===== config.mk =====
export PLATFORM = sky130hd
export DESIGN_NAME = modbus_rtu_master_framer
export DESIGN_NICKNAME = d
export VERILOG_FILES = /design/src/hw/rtl/mrm_pkg.sv /design/src/hw/rtl/mrm_front.sv /design/src/hw/rtl/mrm_queue.sv /design/src/hw/rtl/mrm_back.sv /design/src/hw/rtl/modbus_rtu_master_framer.sv
export SDC_FILE = /design/constraint.sdc
export NUM_CORES = 1
export LEC_CHECK = 0
export ABC_CLOCK_PERIOD_IN_PS = 17050
export BUFFER_PORTS_ARGS = -buffer_cell sky130_fd_sc_hd__clkbuf_2
export CAP_MARGIN = 40
export CORE_MARGIN = 2
export CORE_UTILIZATION = 55
export CTS_CLUSTER_SIZE = 28
export DETAILED_ROUTE_END_ITERATION = 10
export PLACE_DENSITY_LB_ADDON = 0.12
export SYNTH_ARGS = -nofsm -noshare
export SYNTH_HDL_FRONTEND = slang
export SYNTH_SLANG_ARGS = --single-unit

===== constraint.sdc =====
create_clock -name clk_i -period 17.05 [get_ports clk_i]
set_input_delay 0.8525 -clock clk_i [delete_from_list [all_inputs] [get_ports clk_i]]
set_output_delay 0.8525 -clock clk_i [all_outputs]
set_load 0.05 [all_outputs]

===== src/hw/rtl/mrm_pkg.sv =====
package mrm_pkg;

  localparam int QDEPTH = 2;
  localparam int QAW = (QDEPTH > 1) ? $clog2(QDEPTH) : 1;

  localparam logic [1:0] MODE_SEND     = 2'd0;
  localparam logic [1:0] MODE_RX       = 2'd1;
  localparam logic [1:0] MODE_LINE_ERR = 2'd2;

  localparam logic [7:0]  FC_WRITE   = 8'h06;
  localparam logic [7:0]  ADDR_RESET = 8'h01;
  localparam logic [15:0] CRC_INIT   = 16'hFFFF;
  localparam logic [15:0] CRC_POLY   = 16'hA001;

  localparam logic [3:0] RX_NEED_READ  = 4'd7;
  localparam logic [3:0] RX_NEED_WRITE = 4'd8;
  localparam logic [3:0] RX_CRC5_CNT   = 4'd5;
  localparam logic [3:0] RX_CRC6_CNT   = 4'd6;

  localparam logic [2:0] IDX_ADDR   = 3'd0;
  localparam logic [2:0] IDX_CODE   = 3'd1;
  localparam logic [2:0] IDX_REG_HI = 3'd2;
  localparam logic [2:0] IDX_REG_LO = 3'd3;
  localparam logic [2:0] IDX_B4     = 3'd4;
  localparam logic [2:0] IDX_B5     = 3'd5;
  localparam logic [2:0] IDX_CRC_LO = 3'd6;
  localparam logic [2:0] IDX_CRC_HI = 3'd7;

  typedef enum logic [2:0] {
    EV_TX_BYTE  = 3'd0,
    EV_READ_OK  = 3'd1,
    EV_WRITE_OK = 3'd2,
    EV_CRC_ERR  = 3'd3,
    EV_LINE_ERR = 3'd4,
    EV_BUSY     = 3'd5
  } event_e;

  typedef struct packed {
    logic        is_frame;
    event_e      ev;
    logic [15:0] regnum;
    logic [15:0] data;
    logic [7:0]  addr;
    logic [7:0]  code;
    logic [7:0]  b4;
    logic [7:0]  b5;
  } cmd_t;

  typedef struct packed {
    logic push;
    cmd_t cmd;
  } q_wr_t;

  typedef struct packed {
    logic valid;
    cmd_t cmd;
  } q_rd_t;

  function automatic logic [15:0] crc16_byte(input logic [15:0] crc, input logic [7:0] b);
    logic [15:0] c;
    c = crc ^ {8'h00, b};
    for (int k = 0; k < 8; k++) begin
      c = c[0] ? ((c >> 1) ^ CRC_POLY) : (c >> 1);
    end
    return c;
  endfunction

endpackage


===== src/hw/rtl/mrm_front.sv =====
module mrm_front
  import mrm_pkg::*;
(
  input  logic        clk_i,
  input  logic        rst_ni,
  input  logic        in_valid_i,
  output logic        in_stall_o,
  input  logic [1:0]  mode_i,
  input  logic [7:0]  function_code_i,
  input  logic [15:0] target_register_i,
  input  logic [7:0]  read_count_i,
  input  logic [15:0] write_value_i,
  input  logic [7:0]  rx_byte_i,
  input  logic        cfg_valid_i,
  input  logic [7:0]  cfg_data_i,
  input  logic        q_full_i,
  output q_wr_t       q_wr_o
);

  logic [7:0]  slave_addr_q, slave_addr_d;
  logic [3:0]  rx_count_q, rx_count_d;
  logic [7:0]  rx_frame_q [8];
  logic        read_pend_q, read_pend_d;
  logic        write_pend_q, write_pend_d;
  logic [15:0] pend_reg_q, pend_reg_d;
  logic [15:0] crc_run_q, crc_run_d;
  logic [15:0] crc5_q, crc5_d;
  logic [15:0] crc6_q, crc6_d;

  logic        accept;
  logic [2:0]  idx;
  logic [3:0]  cnt_next;
  logic [3:0]  need;
  logic [15:0] crc_new;
  logic [7:0]  fr [8];
  logic        wr_kind;
  logic        store_rx;

  assign in_stall_o = q_full_i;
  assign accept     = in_valid_i && !q_full_i;
  assign idx        = rx_count_q[2:0];
  assign cnt_next   = rx_count_q + 4'd1;
  assign need       = write_pend_q ? RX_NEED_WRITE : RX_NEED_READ;
  assign crc_new    = crc16_byte((rx_count_q == 4'd0) ? CRC_INIT : crc_run_q, rx_byte_i);
  assign wr_kind    = (function_code_i == FC_WRITE);

  always_comb begin
    for (int i = 0; i < 8; i++) begin
      fr[i] = (idx == 3'(i)) ? rx_byte_i : rx_frame_q[i];
    end
  end

  always_comb begin
    slave_addr_d = cfg_valid_i ? cfg_data_i : slave_addr_q;
    rx_count_d   = rx_count_q;
    read_pend_d  = read_pend_q;
    write_pend_d = write_pend_q;
    pend_reg_d   = pend_reg_q;
    crc_run_d    = crc_run_q;
    crc5_d       = crc5_q;
    crc6_d       = crc6_q;
    store_rx     = 1'b0;
    q_wr_o       = '0;
    if (accept) begin
      unique case (mode_i)
        MODE_SEND: begin
          q_wr_o.push = 1'b1;
          if (wr_kind ? write_pend_q : read_pend_q) begin
            q_wr_o.cmd.ev = EV_BUSY;
          end else begin
            q_wr_o.cmd.is_frame = 1'b1;
            q_wr_o.cmd.ev       = EV_TX_BYTE;
            q_wr_o.cmd.regnum   = target_register_i;
            q_wr_o.cmd.addr     = slave_addr_q;
            q_wr_o.cmd.code     = function_code_i;
            q_wr_o.cmd.b4       = wr_kind ? write_value_i[15:8] : 8'h00;
            q_wr_o.cmd.b5       = wr_kind ? write_value_i[7:0] : read_count_i;
            if (wr_kind) begin
              write_pend_d = 1'b1;
            end else begin
              read_pend_d = 1'b1;
            end
            pend_reg_d = target_register_i;
          end
        end
        MODE_RX: begin
          if (read_pend_q || write_pend_q) begin
            store_rx   = 1'b1;
            rx_count_d = cnt_next;
            crc_run_d  = crc_new;
            if (cnt_next == RX_CRC5_CNT) begin
              crc5_d = crc_new;
            end
            if (cnt_next == RX_CRC6_CNT) begin
              crc6_d = crc_new;
            end
            if (cnt_next == need) begin
              q_wr_o.push       = 1'b1;
              q_wr_o.cmd.regnum = pend_reg_q;
              if (read_pend_q) begin
                if ({fr[6], fr[5]} == crc5_q) begin
                  q_wr_o.cmd.ev   = EV_READ_OK;
                  q_wr_o.cmd.data = {fr[3], fr[4]};
                end else begin
                  q_wr_o.cmd.ev = EV_CRC_ERR;
                end
                read_pend_d = 1'b0;
              end else begin
                if ({fr[7], fr[6]} == crc6_q) begin
                  q_wr_o.cmd.ev   = EV_WRITE_OK;
                  q_wr_o.cmd.data = {fr[4], fr[5]};
                end else begin
                  q_wr_o.cmd.ev = EV_CRC_ERR;
                end
                write_pend_d = 1'b0;
              end
              pend_reg_d = '0;
              rx_count_d = '0;
            end
          end
        end
        MODE_LINE_ERR: begin
          q_wr_o.push   = 1'b1;
          q_wr_o.cmd.ev = EV_LINE_ERR;
          rx_count_d    = '0;
          read_pend_d   = 1'b0;
          write_pend_d  = 1'b0;
          pend_reg_d    = '0;
        end
        default: begin
        end
      endcase
    end
  end

  always_ff @(posedge clk_i or negedge rst_ni) begin
    if (!rst_ni) begin
      slave_addr_q <= ADDR_RESET;
      rx_count_q   <= '0;
      read_pend_q  <= 1'b0;
      write_pend_q <= 1'b0;
      pend_reg_q   <= '0;
    end else begin
      slave_addr_q <= slave_addr_d;
      rx_count_q   <= rx_count_d;
      read_pend_q  <= read_pend_d;
      write_pend_q <= write_pend_d;
      pend_reg_q   <= pend_reg_d;
    end
  end

  always_ff @(posedge clk_i) begin
    crc_run_q <= crc_run_d;
    crc5_q    <= crc5_d;
    crc6_q    <= crc6_d;
    if (store_rx) begin
      rx_frame_q[idx] <= rx_byte_i;
    end
  end

endmodule


===== src/hw/rtl/mrm_queue.sv =====
module mrm_queue
  import mrm_pkg::*;
(
  input  logic  clk_i,
  input  logic  rst_ni,
  input  q_wr_t wr_i,
  output logic  full_o,
  input  logic  pop_i,
  output q_rd_t rd_o
);

  cmd_t           mem_q [QDEPTH];
  logic [QAW-1:0] wr_ptr_q, rd_ptr_q;
  logic [QAW:0]   count_q;
  logic           push;
  logic           pop;

  assign full_o      = (count_q == (QAW + 1)'(QDEPTH));
  assign rd_o.valid  = (count_q != '0);
  assign rd_o.cmd    = mem_q[rd_ptr_q];
  assign push        = wr_i.push && !full_o;
  assign pop         = pop_i && rd_o.valid;

  always_ff @(posedge clk_i or negedge rst_ni) begin
    if (!rst_ni) begin
      wr_ptr_q <= '0;
      rd_ptr_q <= '0;
      count_q  <= '0;
    end else begin
      if (push) begin
        wr_ptr_q <= (wr_ptr_q == QAW'(QDEPTH - 1)) ? '0 : wr_ptr_q + 1'b1;
      end
      if (pop) begin
        rd_ptr_q <= (rd_ptr_q == QAW'(QDEPTH - 1)) ? '0 : rd_ptr_q + 1'b1;
      end
      if (push && !pop) begin
        count_q <= count_q + 1'b1;
      end else if (pop && !push) begin
        count_q <= count_q - 1'b1;
      end
    end
  end

  always_ff @(posedge clk_i) begin
    if (push) begin
      mem_q[wr_ptr_q] <= wr_i.cmd;
    end
  end

endmodule


===== src/hw/rtl/mrm_back.sv =====
module mrm_back
  import mrm_pkg::*;
(
  input  logic        clk_i,
  input  logic        rst_ni,
  input  q_rd_t       q_rd_i,
  output logic        q_pop_o,
  output logic        out_valid_o,
  input  logic        out_stall_i,
  output logic [2:0]  event_res_o,
  output logic [7:0]  tx_byte_o,
  output logic        last_o,
  output logic [15:0] reply_register_o,
  output logic [15:0] data_word_o
);

  typedef enum logic [1:0] {
    BK_IDLE = 2'b01,
    BK_BUSY = 2'b10
  } back_state_e;

  back_state_e state_q, state_d;
  cmd_t        cur_q, cur_d;
  logic [2:0]  idx_q, idx_d;
  logic [15:0] crc_q, crc_d;
  logic        out_valid_q, out_valid_d;
  event_e      ev_q, ev_d;
  logic [7:0]  tx_q, tx_d;
  logic        last_q, last_d;
  logic [15:0] reg_q, reg_d;
  logic [15:0] data_q, data_d;

  logic        load;
  logic        done;
  logic [7:0]  byte_sel;

  assign load = !out_valid_q || !out_stall_i;

  always_comb begin
    case (idx_q)
      IDX_ADDR:   byte_sel = cur_q.addr;
      IDX_CODE:   byte_sel = cur_q.code;
      IDX_REG_HI: byte_sel = cur_q.regnum[15:8];
      IDX_REG_LO: byte_sel = cur_q.regnum[7:0];
      IDX_B4:     byte_sel = cur_q.b4;
      IDX_B5:     byte_sel = cur_q.b5;
      IDX_CRC_LO: byte_sel = crc_q[7:0];
      default:    byte_sel = crc_q[15:8];
    endcase
  end

  always_comb begin
    state_d     = state_q;
    cur_d       = cur_q;
    idx_d       = idx_q;
    crc_d       = crc_q;
    out_valid_d = out_valid_q && out_stall_i;
    ev_d        = ev_q;
    tx_d        = tx_q;
    last_d      = last_q;
    reg_d       = reg_q;
    data_d      = data_q;
    q_pop_o     = 1'b0;
    done        = 1'b0;
    unique case (state_q)
      BK_IDLE: begin
        if (q_rd_i.valid) begin
          q_pop_o = 1'b1;
          cur_d   = q_rd_i.cmd;
          idx_d   = IDX_ADDR;
          state_d = BK_BUSY;
        end
      end
      BK_BUSY: begin
        if (load) begin
          out_valid_d = 1'b1;
          if (cur_q.is_frame) begin
            ev_d   = EV_TX_BYTE;
            tx_d   = byte_sel;
            last_d = (idx_q == IDX_CRC_HI);
            reg_d  = '0;
            data_d = '0;
            if (idx_q < IDX_CRC_LO) begin
              crc_d = crc16_byte((idx_q == IDX_ADDR) ? CRC_INIT : crc_q, byte_sel);
            end
            idx_d = idx_q + 3'd1;
            done  = (idx_q == IDX_CRC_HI);
          end else begin
            ev_d   = cur_q.ev;
            tx_d   = '0;
            last_d = 1'b0;
            reg_d  = cur_q.regnum;
            data_d = cur_q.data;
            done   = 1'b1;
          end
          if (done) begin
            if (q_rd_i.valid) begin
              q_pop_o = 1'b1;
              cur_d   = q_rd_i.cmd;
              idx_d   = IDX_ADDR;
            end else begin
              state_d = BK_IDLE;
            end
          end
        end
      end
      default: state_d = BK_IDLE;
    endcase
  end

  always_ff @(posedge clk_i or negedge rst_ni) begin
    if (!rst_ni) begin
      state_q     <= BK_IDLE;
      idx_q       <= '0;
      out_valid_q <= 1'b0;
    end else begin
      state_q     <= state_d;
      idx_q       <= idx_d;
      out_valid_q <= out_valid_d;
    end
  end

  always_ff @(posedge clk_i) begin
    cur_q  <= cur_d;
    crc_q  <= crc_d;
    ev_q   <= ev_d;
    tx_q   <= tx_d;
    last_q <= last_d;
    reg_q  <= reg_d;
    data_q <= data_d;
  end

  assign out_valid_o      = out_valid_q;
  assign event_res_o      = ev_q;
  assign tx_byte_o        = tx_q;
  assign last_o           = last_q;
  assign reply_register_o = reg_q;
  assign data_word_o      = data_q;

endmodule


===== src/hw/rtl/modbus_rtu_master_framer.sv =====
// Channel   Handshake                    Payload
// in        in_valid_i / in_stall_o      mode, function_code, target_register,
//                                        read_count, write_value, rx_byte
// out       out_valid_o / out_stall_i    event_res, tx_byte, last,
//                                        reply_register, data_word
// cfg       cfg_valid_i / cfg_ready_o    cfg_data_i (slave address)
//
// A send request yields eight frame bytes, one per cycle while out_stall_i is low.
// Line errors, refused sends and completed replies each yield one output event;
// an accepted command is written into the queue, popped into the back end's
// command register and then registered onto the outputs.
// A two-entry command queue separates the front and back ends, so input is
// stalled only when the queue is full. Reset is asynchronous and active low.
module modbus_rtu_master_framer
  import mrm_pkg::*;
(
  input  logic        clk_i,
  input  logic        rst_ni,
  input  logic        in_valid_i,
  output logic        in_stall_o,
  input  logic [1:0]  mode_i,
  input  logic [7:0]  function_code_i,
  input  logic [15:0] target_register_i,
  input  logic [7:0]  read_count_i,
  input  logic [15:0] write_value_i,
  input  logic [7:0]  rx_byte_i,
  output logic        out_valid_o,
  input  logic        out_stall_i,
  output logic [2:0]  event_res_o,
  output logic [7:0]  tx_byte_o,
  output logic        last_o,
  output logic [15:0] reply_register_o,
  output logic [15:0] data_word_o,
  input  logic        cfg_valid_i,
  output logic        cfg_ready_o,
  input  logic [7:0]  cfg_data_i
);

  q_wr_t q_wr;
  q_rd_t q_rd;
  logic  q_full;
  logic  q_pop;

  assign cfg_ready_o = 1'b1;

  mrm_front u_front (
    .clk_i,
    .rst_ni,
    .in_valid_i,
    .in_stall_o,
    .mode_i,
    .function_code_i,
    .target_register_i,
    .read_count_i,
    .write_value_i,
    .rx_byte_i,
    .cfg_valid_i,
    .cfg_data_i,
    .q_full_i (q_full),
    .q_wr_o   (q_wr)
  );

  mrm_queue u_queue (
    .clk_i,
    .rst_ni,
    .wr_i   (q_wr),
    .full_o (q_full),
    .pop_i  (q_pop),
    .rd_o   (q_rd)
  );

  mrm_back u_back (
    .clk_i,
    .rst_ni,
    .q_rd_i  (q_rd),
    .q_pop_o (q_pop),
    .out_valid_o,
    .out_stall_i,
    .event_res_o,
    .tx_byte_o,
    .last_o,
    .reply_register_o,
    .data_word_o
  );

endmodule


# Yosys cells after proc, flatten, opt, wreduce, memory -nomap -nowiden
# Memories as Yosys holds them, arrays and structs flattened.
# Cells that the tools add are included.
[classes]
n_addsub = 6
magnitude_cmp = 1
eq_ne = 33
n_mux = 102
bitwise_logic = 18
reduce_logical = 34
[op_table]
columns = ["op", "n"]
rows = [
  ["16-bit two-way mux", 25],
  ["68-bit two-way mux", 3],
  ["68-bit case mux with 2 select lines", 1],
  ["35-bit two-way mux", 2],
  ["69-bit two-way mux", 1],
  ["32-bit two-way mux", 2],
  ["8-bit two-way mux", 7],
  ["8-bit case mux with 7 select lines", 1],
  ["2-bit NOT with 3-bit output", 16],
  ["16-bit case mux with 3 select lines", 1],
  ["16-bit == test", 2],
  ["1-bit two-way mux", 32],
  ["16-bit case mux with 2 select lines", 1],
  ["16-bit by 8-bit XOR with 16-bit output", 2],
  ["3-bit == test (second input constant)", 8],
  ["3-bit two-way mux", 6],
  ["2-bit two-way mux", 8],
  ["4-bit AND reduction", 4],
  ["14-bit two-way mux", 1],
  ["4-bit two-way mux", 3],
  ["3-bit AND reduction", 4],
  ["2-bit by 1-bit inequality test with 1-bit output (second input constant)", 5],
  ["2-bit inequality test (second input constant)", 5],
  ["3-bit by 2-bit == test with 1-bit output (second input constant)", 3],
  ["other kinds (31)", 51],
]
[word_totals]
ff_bits = 216
ramBits = 200
inputBits = 71
output_inout_bits = 47
wordCells = 225
n_memories = 2
[memory_table]
columns = ["name", "depth", "word_bits", "read_ports", "rd_ports_with_merged_regs", "wr", "line", "source"]
rows = [
  ["u_queue.mem_q", 2, 68, 1, 0, 1, "mrm_queue.sv:12", "cmd_t mem_q [QDEPTH];"],
  ["u_front.rx_frame_q", 8, 8, 5, 0, 1, "mrm_front.sv:22", "logic [7:0] rx_frame_q [8];"],
]

# Longest topological paths before layout
# Gate-level depths: netlist (run 1).
[logic_depth]
depth_word = 19
depth_mapped = 14
ltp_nobuf = 12

# Cells and area by module
# A second synthesis (run 1) with hierarchy kept.
[unflattened]
cells_unflattened = 1175
hier_area_um2 = 17513.0
[modules_own_cells]
columns = ["module", "n_inst", "cells_per_inst", "area_each_um2", "seq_area_each_um2"]
rows = [
  ["mrm_front", 1, 592, 6777.8, 3394.5],
  ["mrm_back", 1, 350, 5576.6, 3995.1],
  ["mrm_queue", 1, 231, 5147.4, 4184.0],
  ["modbus_rtu_master_framer", 1, 2, 11.3, 0.0],
]

# Worst setup path after synthesis (run 1)
# OpenSTA, ideal clock, no wires.
[synth_path]
kind = "input -> register"
startpoint = "input port out_stall_i"
endpoint = "register u_back.cur_q[0] (netlist bit) (enable)"
setup_ns = 0.596
arrival_time_ns = 6.082
required_ns = 16.454
setup_slack_ns = 10.372
cell_stages = 3
n_path_buf = 0
path_cell_list = "nand2_1 nand2_1 a211oi_1"
[synth_between]
elab_chain_cells = 4
[synth_lines]
columns = ["item", "line", "source"]
rows = [
  ["from (decl)", "modbus_rtu_master_framer.sv:28", "input logic out_stall_i,"],
  ["1-bit logical NOT", "mrm_back.sv:37", "assign load = !out_valid_q || !out_stall_i;"],
  ["1-bit logical OR", "mrm_back.sv:37", ""],
  ["2-bit by 1-bit inequality test with 1-bit output (no line)", "--", ""],
  ["3-bit AND reduction (no line)", "--", ""],
  ["to (signal assigned)", "mrm_back.sv:124", "cur_q <= cur_d;"],
  ["to (decl)", "mrm_back.sv:23", "cmd_t cur_q, cur_d;"],
]
# Every way passes these cells.
# A chain may end at the register's enable or synchronous reset.

# Worst setup path in the final report (run 1)
[layout_path]
startpoint = "register u_front.rx_count_q[0]"
endpoint = "memory u_queue.mem_q[0][36] (netlist bit) (enable)"
[layout_between]
elab_chain_cells = 9
[layout_lines]
columns = ["item", "line", "source"]
rows = [
  ["from (decl)", "mrm_front.sv:21", "logic [3:0] rx_count_q, rx_count_d;"],
  ["from (signal assigned)", "mrm_front.sv:145", "rx_count_q <= rx_count_d;"],
  ["4-bit by 1-bit adder with 4-bit output", "mrm_front.sv:42", "assign cnt_next = rx_count_q + 4'd1;"],
  ["4-bit == test", "mrm_front.sv:97", "if (cnt_next == need) begin"],
  ["1-bit two-way mux", "mrm_front.sv:97", ""],
  ["1-bit two-way mux", "mrm_front.sv:87", "if (read_pend_q || write_pend_q) begin"],
  ["1-bit case mux with 2 select lines", "mrm_front.sv:65", "unique case (mode_i)"],
  ["69-bit two-way mux", "mrm_front.sv:64", "if (accept) begin"],
  ["1-bit logical AND", "mrm_queue.sv:21", "assign push = wr_i.push && !full_o;"],
  ["1-bit two-way mux", "mrm_queue.sv:45", "if (push) begin"],
  ["1-bit two-way mux (implied by the code)", "mrm_queue.sv:46", "mem_q[wr_ptr_q] <= wr_i.cmd;"],
  ["to (decl)", "mrm_queue.sv:12", ""],
]
# Every way passes these cells.

==> impl_metrics.json, run 1 <==
{
  "clkPwrFrac_pct": 23.8,
  "synthCells": 1141,
  "antenna_found_initial": 0,
  "drt_iter0_drc": 798,
  "crit_path_max_fanout": 52,
  "ys_top_cells_by_area": "edfxtp_1, mux2_2, dfrtp_1",
  "die_area_um2": 32400,
  "rsz0062_at_grt": "no",
  "slew_violations": 0,
  "fp.dieW_um": 180,
  "postSynth.asyncResetShare_pct": 10.2,
  "vias_per_cell": 5.69,
  "dpl_cell_area_um2": 18000,
  "leakage_uw": 0.00707,
  "synth-edff-count": 352,
  "synth.net_count": 1232,
  "antennaDiodeCount": 0,
  "io_buffer_count": 116,
  "startpoint_type": "flip-flop",
  "switchingPower_uw": 1200,
  "fmax_mhz": 265,
  "final_area_um2": 19400,
  "clock-sinks": 392,
  "grt_first_pass_wirelength_um": 54400,
  "max-cap-violations": 0,
  "fin_util_pct": 63.4,
  "internal_power_uw": 2470,
  "drc": 0,
  "netlist_area_um2": 17000,
  "cts_buffers": 41,
  "area_growth_pct": 13.9,
  "netlist_top_cells_count": "edfxtp_1, mux2_2, nor2_1, xnor2_1, nor2b_1",
  "cts_setup_buffers": 0,
  "cts_tree": "done",
  "pwr-share-seq_pct": 42.4,
  "yosysSeqAreaShare_pct": 67.9,
  "h-tree-depth": 2,
  "critPathArrivalTime_ps": 3920,
  "peakVddDrop_mv": 0.169,
  "clk_latency_ps": 530,
  "yosys.area.top_type": "edfxtp_1",
  "yosysMostFrequentCell": "edfxtp_1",
  "cts_hold_buf": 0,
  "worst_slew_pin_slew_ps": 876,
  "root_buffer": "clkbuf_16",
  "layout_worst_path_cycle_share_pct": 22.1,
  "antenna_left": 0,
  "yosysWarningCount": 0,
  "post_drt_wl_per_cell_um": 20.9,
  "dp_hpwl_um": 23600,
  "required_ps": 17200,
  "firstDrtPassIters": 5,
  "clk_pin_slew_ps": 60,
  "clk_path_buf_depth": 3,
  "synth_top_area_share_pct": 62.0,
  "pwr-share-comb_pct": 33.7,
  "finalSetupViolCount": 0,
  "run_status": "completed",
  "grt_pass1_vias": 9547,
  "ys_seq_elements": 392,
  "grt_overflow": 0,
  "path_class": "flip-flop to flip-flop",
  "cts_resized": 0,
  "synth_ff_type": "edfxtp_1",
  "place_congestion": 0.805,
  "start_util_pct": 55.7,
  "finalHoldViolations": 0,
  "fin_crit_ps": 3770,
  "track_usage_pct": 21.7,
  "routed-via-count": 9612,
  "hold_path_class": "input pin to asynchronous set/reset pin",
  "synth_cell_types": 63,
  "grt_max_degree": 53,
  "drive_gt1_share_pct": 27.2,
  "clock_skew_ps": 14.7,
  "nets": 1351,
  "endpoint_kind": "flip-flop",
  "swShare_pct": 32.8,
  "coreArea_um2": 30600,
  "p_per_area_nw_per_um2": 189,
  "whs_ps": 408,
  "slew_headroom_pct": 41.2,
  "drt_wl_total_um": 35200,
  "row_count": 64,
  "synth.avg_cell_area_um2": 14.9,
  "pin_count": 118,
  "die_h_um": 180,
  "setup_tns_ps": 0
}
[kinds of logic after synthesis]
group	count (synthesis)	share of synthesized area [%]
xor gates and xnor gates	80	4.63
and+or+nand+nor	308	10.0
other	1	0.0220
DFF	392	67.9
AOI/OAI and AO/OA	116	4.71
buffers and inverters	81	1.99
muxes	143	9.26
adders and majority gates	20	1.47
[area by class of cell]
| type | instances | area [um2] |
|---|---|---|
| multi-input cells | 668 | 5160 |
| clock buffers | 64 | 1260 |
| repair buffers | 138 | 758 |
| clock inverters | 11 | 82.6 |
| well taps | 396 | 495 |
| flip-flops and latches | 392 | 11600 |
| fillers | 2350 | 11200 |
| inverters | 19 | 71.3 |
[per-stage QoR]
stage          setup WS [ps]  total power, uW  instances
6_report               13280             3670       1688
5_1_grt                13050             3840       1688
4_1_cts                13280             3700       1686
3_5_place_dp           13130             2820       1611
3_3_place_gp           13120             2780       1608
2_1_floorplan          10370             2490       1141
[sequential cells by signal (all words and copies together) (netlist names), 4 cells and up]
signal	count
u_back.tx_byte_o	8
u_front.crc6_q	16
u_front.slave_addr_q	8
u_front.pend_reg_q	16
u_back.reply_register_o	16
u_back.data_word_o	16
u_front.rx_frame_q	40
u_front.crc_run_q	16
u_back.crc_q	16
u_queue.mem_q	136
u_front.rx_count_q	4
u_front.crc5_q	16
u_back.cur_q	68
[layer usage]
metal	routed length, um	vias to the layer above	global-route usage, %
met3	2010	43	3.50
met2	16000	278	33.0
li1	-	4482	-
met1	16600	4809	33.1
met4	601	0	5.26
met5	0	-	0
[path summary, 6_finish.rpt]
check | from | end | slack [ps] | cells past startpoint
setup / recovery | u_front.rx_count_q[0] | u_queue.mem_q[0][36] | 13280 | 10
hold / removal | rst_ni | u_front.pend_reg_q[13] | 410 | 2
setup reg to reg | u_front.rx_count_q[0] | u_queue.mem_q[0][36] | 13280 | 10
hold reg to reg | u_queue.count_q[1] | u_queue.count_q[1] | 490 | 1
max in group asynchronous | rst_ni | u_queue.rd_ptr_q | 16220 | 2
min in group clk_i | u_queue.count_q[1] | u_queue.count_q[1] | 490 | 1
[cell usage in the layout (no fill, tap or decap), types with 23 or more instances in the layout]
cell type / netlist / layout
nand3_1: 28 / 28
xnor2_1: 56 / 56
nor2b_1: 52 / 52
nor2_1: 71 / 69
clkbuf_16: 0 / 43
mux2i_1: 26 / 26
nand2_1: 25 / 25
clkbuf_2: 3 / 116
a22oi_1: 23 / 23
mux2_2: 116 / 116
dfrtp_1: 38 / 37
and2_1: 38 / 37
a21oi_1: 42 / 42
edfxtp_1: 352 / 352
[power groups by stage]
stage	sequential, uW	combinational, uW	clock, uW
floorplan	1630	862	0
global placement	1580	1200	0
detailed placement	1580	1240	0
CTS	1560	1250	891
global route	1580	1340	928
finish	1560	1240	875
[critical path, stage by stage (launching register included)]
cell and delay [ps]:
dfrtp_1 510, ha_1 290, ha_1 340, nor4_1 230, a21oi_1 120, nor2_1 150, buf_4 260, o31ai_1 120
buf_2 200, nor2_4 430, buf_4 680
Power figures use the tool's default switching activity.
==> inputs of run 2 (changes only) <==
--- a/config.mk
+++ b/config.mk
@@ -5,7 +5,7 @@
 export SDC_FILE = /design/constraint.sdc
 export NUM_CORES = 1
 export LEC_CHECK = 0
-export ABC_CLOCK_PERIOD_IN_PS = 17050
+export ABC_CLOCK_PERIOD_IN_PS = 3600
 export BUFFER_PORTS_ARGS = -buffer_cell sky130_fd_sc_hd__clkbuf_2
 export CAP_MARGIN = 40
 export CORE_MARGIN = 2
==> constraint.sdc (replaced) <==
create_clock -name clk_i -period 3.6 [get_ports clk_i]
set_input_delay 0.18 -clock clk_i [delete_from_list [all_inputs] [get_ports clk_i]]
set_output_delay 0.18 -clock clk_i [all_outputs]
set_load 0.05 [all_outputs]
==> run 2 against run 1 <==
Maximum frequency increased by 16%. Register-to-register slack lost 13000 ps. Sequential share of layout area down 0.70 points. Critical path depth decreased by 2. First-iteration DRC count grew 5.9%. Largest power group unchanged. Clock skew about the same. Flip-flop and latch count did not move.
==> impl_metrics.json, run 2 (synthesized netlist as in run 1, its figures left out) <==
{
  "run_status": "completed",
  "layout_common_cells": "edfxtp_1, mux2_2, clkbuf_2",
  "largest-register": "u_queue.mem_q",
  "antenna_found_initial": 1,
  "finalPower_uw": 17300,
  "drive_gt1_share_pct": 26.7,
  "crit_path_start": "u_front.rx_count_q[0]",
  "antenna_left": 0,
  "slew_violations": 0,
  "endpoint_kind": "flip-flop",
  "crit_path_max_incr_delay_ps": 620,
  "clk_path_buf_depth": 3,
  "area_growth_pct": 15.2,
  "clk_latency_ps": 530,
  "r2r_cells": 8,
  "post_drt_wl_per_cell_um": 19.9,
  "path_buf_inv": 1,
  "crit_family": "simple AND/OR/NAND/NOR gates",
  "start_util_pct": 55.7,
  "pin_count": 118,
  "die_area_um2": 32400,
  "slew_headroom_pct": 43.2,
  "largest_reg_flops": 136,
  "whs_ps": 18.5,
  "drc": 0,
  "final_common_cell": "edfxtp_1",
  "grt_overflow": 0,
  "peakVddDrop_mv": 0.621,
  "critPathArrivalTime_ps": 3520,
  "reg.largest.list": "u_queue.mem_q: 136 flops, u_back.cur_q: 68 flops, u_front.rx_frame_q: 40 flops",
  "required_ps": 3870,
  "fillers": 2316,
  "reg2reg_slack_ps": 350,
  "cts_buffers": 41,
  "grt_first_pass_wirelength_um": 53300,
  "dp_hpwl_um": 22700,
  "dr_wl_met2_um": 15000,
  "nets": 1377,
  "r2r_end": "u_queue.mem_q[0][65]",
  "cts_setup_buffers": 0,
  "startpoint_type": "flip-flop",
  "highest_layer": "met4",
  "die_h_um": 180,
  "path_class": "flip-flop to flip-flop",
  "coreArea_um2": 30600,
  "finalHoldViolations": 0,
  "h-tree-depth": 2,
  "clock_skew_ps": 14.6,
  "leakage_uw": 0.00715,
  "crit_path_max_fanout": 17,
  "fin_util_pct": 64.2,
  "fp.dieW_um": 180,
  "cp_num_cells": 8,
  "grt_max_degree": 47,
  "cpMaxStageDelayCell": "and4_1",
  "drt_iter0_drc": 845,
  "p_per_area_nw_per_um2": 880,
  "place_congestion": 0.869,
  "firstDrtPassIters": 5,
  "clk_pin_slew_ps": 60,
  "clock-sinks": 392,
  "rsz0062_at_grt": "no",
  "row_count": 64,
  "io_buffer_count": 116,
  "root_buffer": "clkbuf_16",
  "worstReg2RegStart": "u_front.rx_count_q[0]",
  "layout_worst_path_cycle_share_pct": 90.4,
  "track_usage_pct": 20.9,
  "max-cap-violations": 0,
  "grt_pass1_vias": 9492,
  "holdCritStartpoint": "function_code_i[1]",
  "met3_length_um": 1890,
  "endpoint": "u_queue.mem_q[0][65]",
  "drt_wl_total_um": 34200,
  "finalSetupViolCount": 0,
  "holdPathStages": 2,
  "m1WireLength_um": 16600,
  "hold_path_class": "input pin to flip-flop",
  "fin_crit_ps": 3250,
  "path_cells": "inv_1, ha_1, a21boi_0, or3_1, a211oi_1, and4_1, nand3_1, and3_1",
  "fmax_mhz": 307,
  "routed-via-count": 9710,
  "cts_tree": "done",
  "vias_per_cell": 5.67,
  "worst_slew_pin_slew_ps": 851
}
-- run 2: cell count changes in the layout (fill, tap and decap cells not counted), sizes merged --
cell         change
clkinv           +1
clkinvlp         +4
clkbuf           -9
buf              +5
bufinv           +3
diode            +1
dlygate4sd3     +21
-- run 2: metal layers --
metal | up-vias | global-route usage [%]
li1 | 4533 | -
met1 | 4821 | 32.2
met2 | 305 | 31.2
met3 | 51 | 3.66
met4 | 0 | 5.32
met5 | - | 0
-- run 2: cell type report --
| class | instances | area, um2 | area share (%) |
|---|---|---|---|
| clock buffer | 55 | 1120 | 5.71 |
| sequential | 392 | 11600 | 58.9 |
| antenna | 1 | 2.50 | 0.0127 |
| inverter | 19 | 71.3 | 0.363 |
| clock inverter | 19 | 208 | 1.06 |
| multi-input combinational | 668 | 5160 | 26.3 |
| tap | 396 | 495 | 2.52 |
| timing repair buffer | 164 | 1010 | 5.12 |
-- run 2: worst register-to-register path, stage by stage, from the launching register on --
cell and delay [ps]:
dfrtp_1 490, inv_1 180, ha_1 500, a21boi_0 240, or3_1 340, a211oi_1 220
and4_1 620, nand3_1 170, and3_1 230
-- run 2: repair_timing --
action / CTS / global route
endpoints found under the hold margin: 69 / 0
hold buffers: 21 / 0
gates resized for setup: 0 / 0
endpoints found under the setup margin: 0 / 0
-- run 2: how the worst min path moves through the flow --
stage,slack [ps],to
after floorplan,-120,u_back.idx_q[0]
after global placement,310,u_front.slave_addr_q[6]
after detailed placement,310,u_front.slave_addr_q[5]
after CTS,0.1,u_queue.mem_q[1][19]
after global routing,9,u_queue.mem_q[1][21]
final,20,u_queue.mem_q[1][17]
-- run 2: per-stage QoR --
| stage | cell area [um2] | std cells | TNS (ps) | worst slack [ps] |
|---|---|---|---|---|
| finish | 19600 | 1714 | 0 | 347 |
| global route | 19600 | 1714 | 0 | 104 |
| CTS | 19600 | 1713 | 0 | 380 |
| detailed placement | 18100 | 1618 | 0 | 394 |
| global placement | 18100 | 1617 | 0 | 480 |
| floorplan | 17100 | 1141 | -83010 | -610 |
-- run 2: report_power, final --
part | total (uW) | switching, uW | leakage, uW | internal, uW
combinational | 5770 | 3330 | 0.00274 | 2440
clock | 4130 | 1650 | 0.000636 | 2480
sequential | 7380 | 608 | 0.00377 | 6770
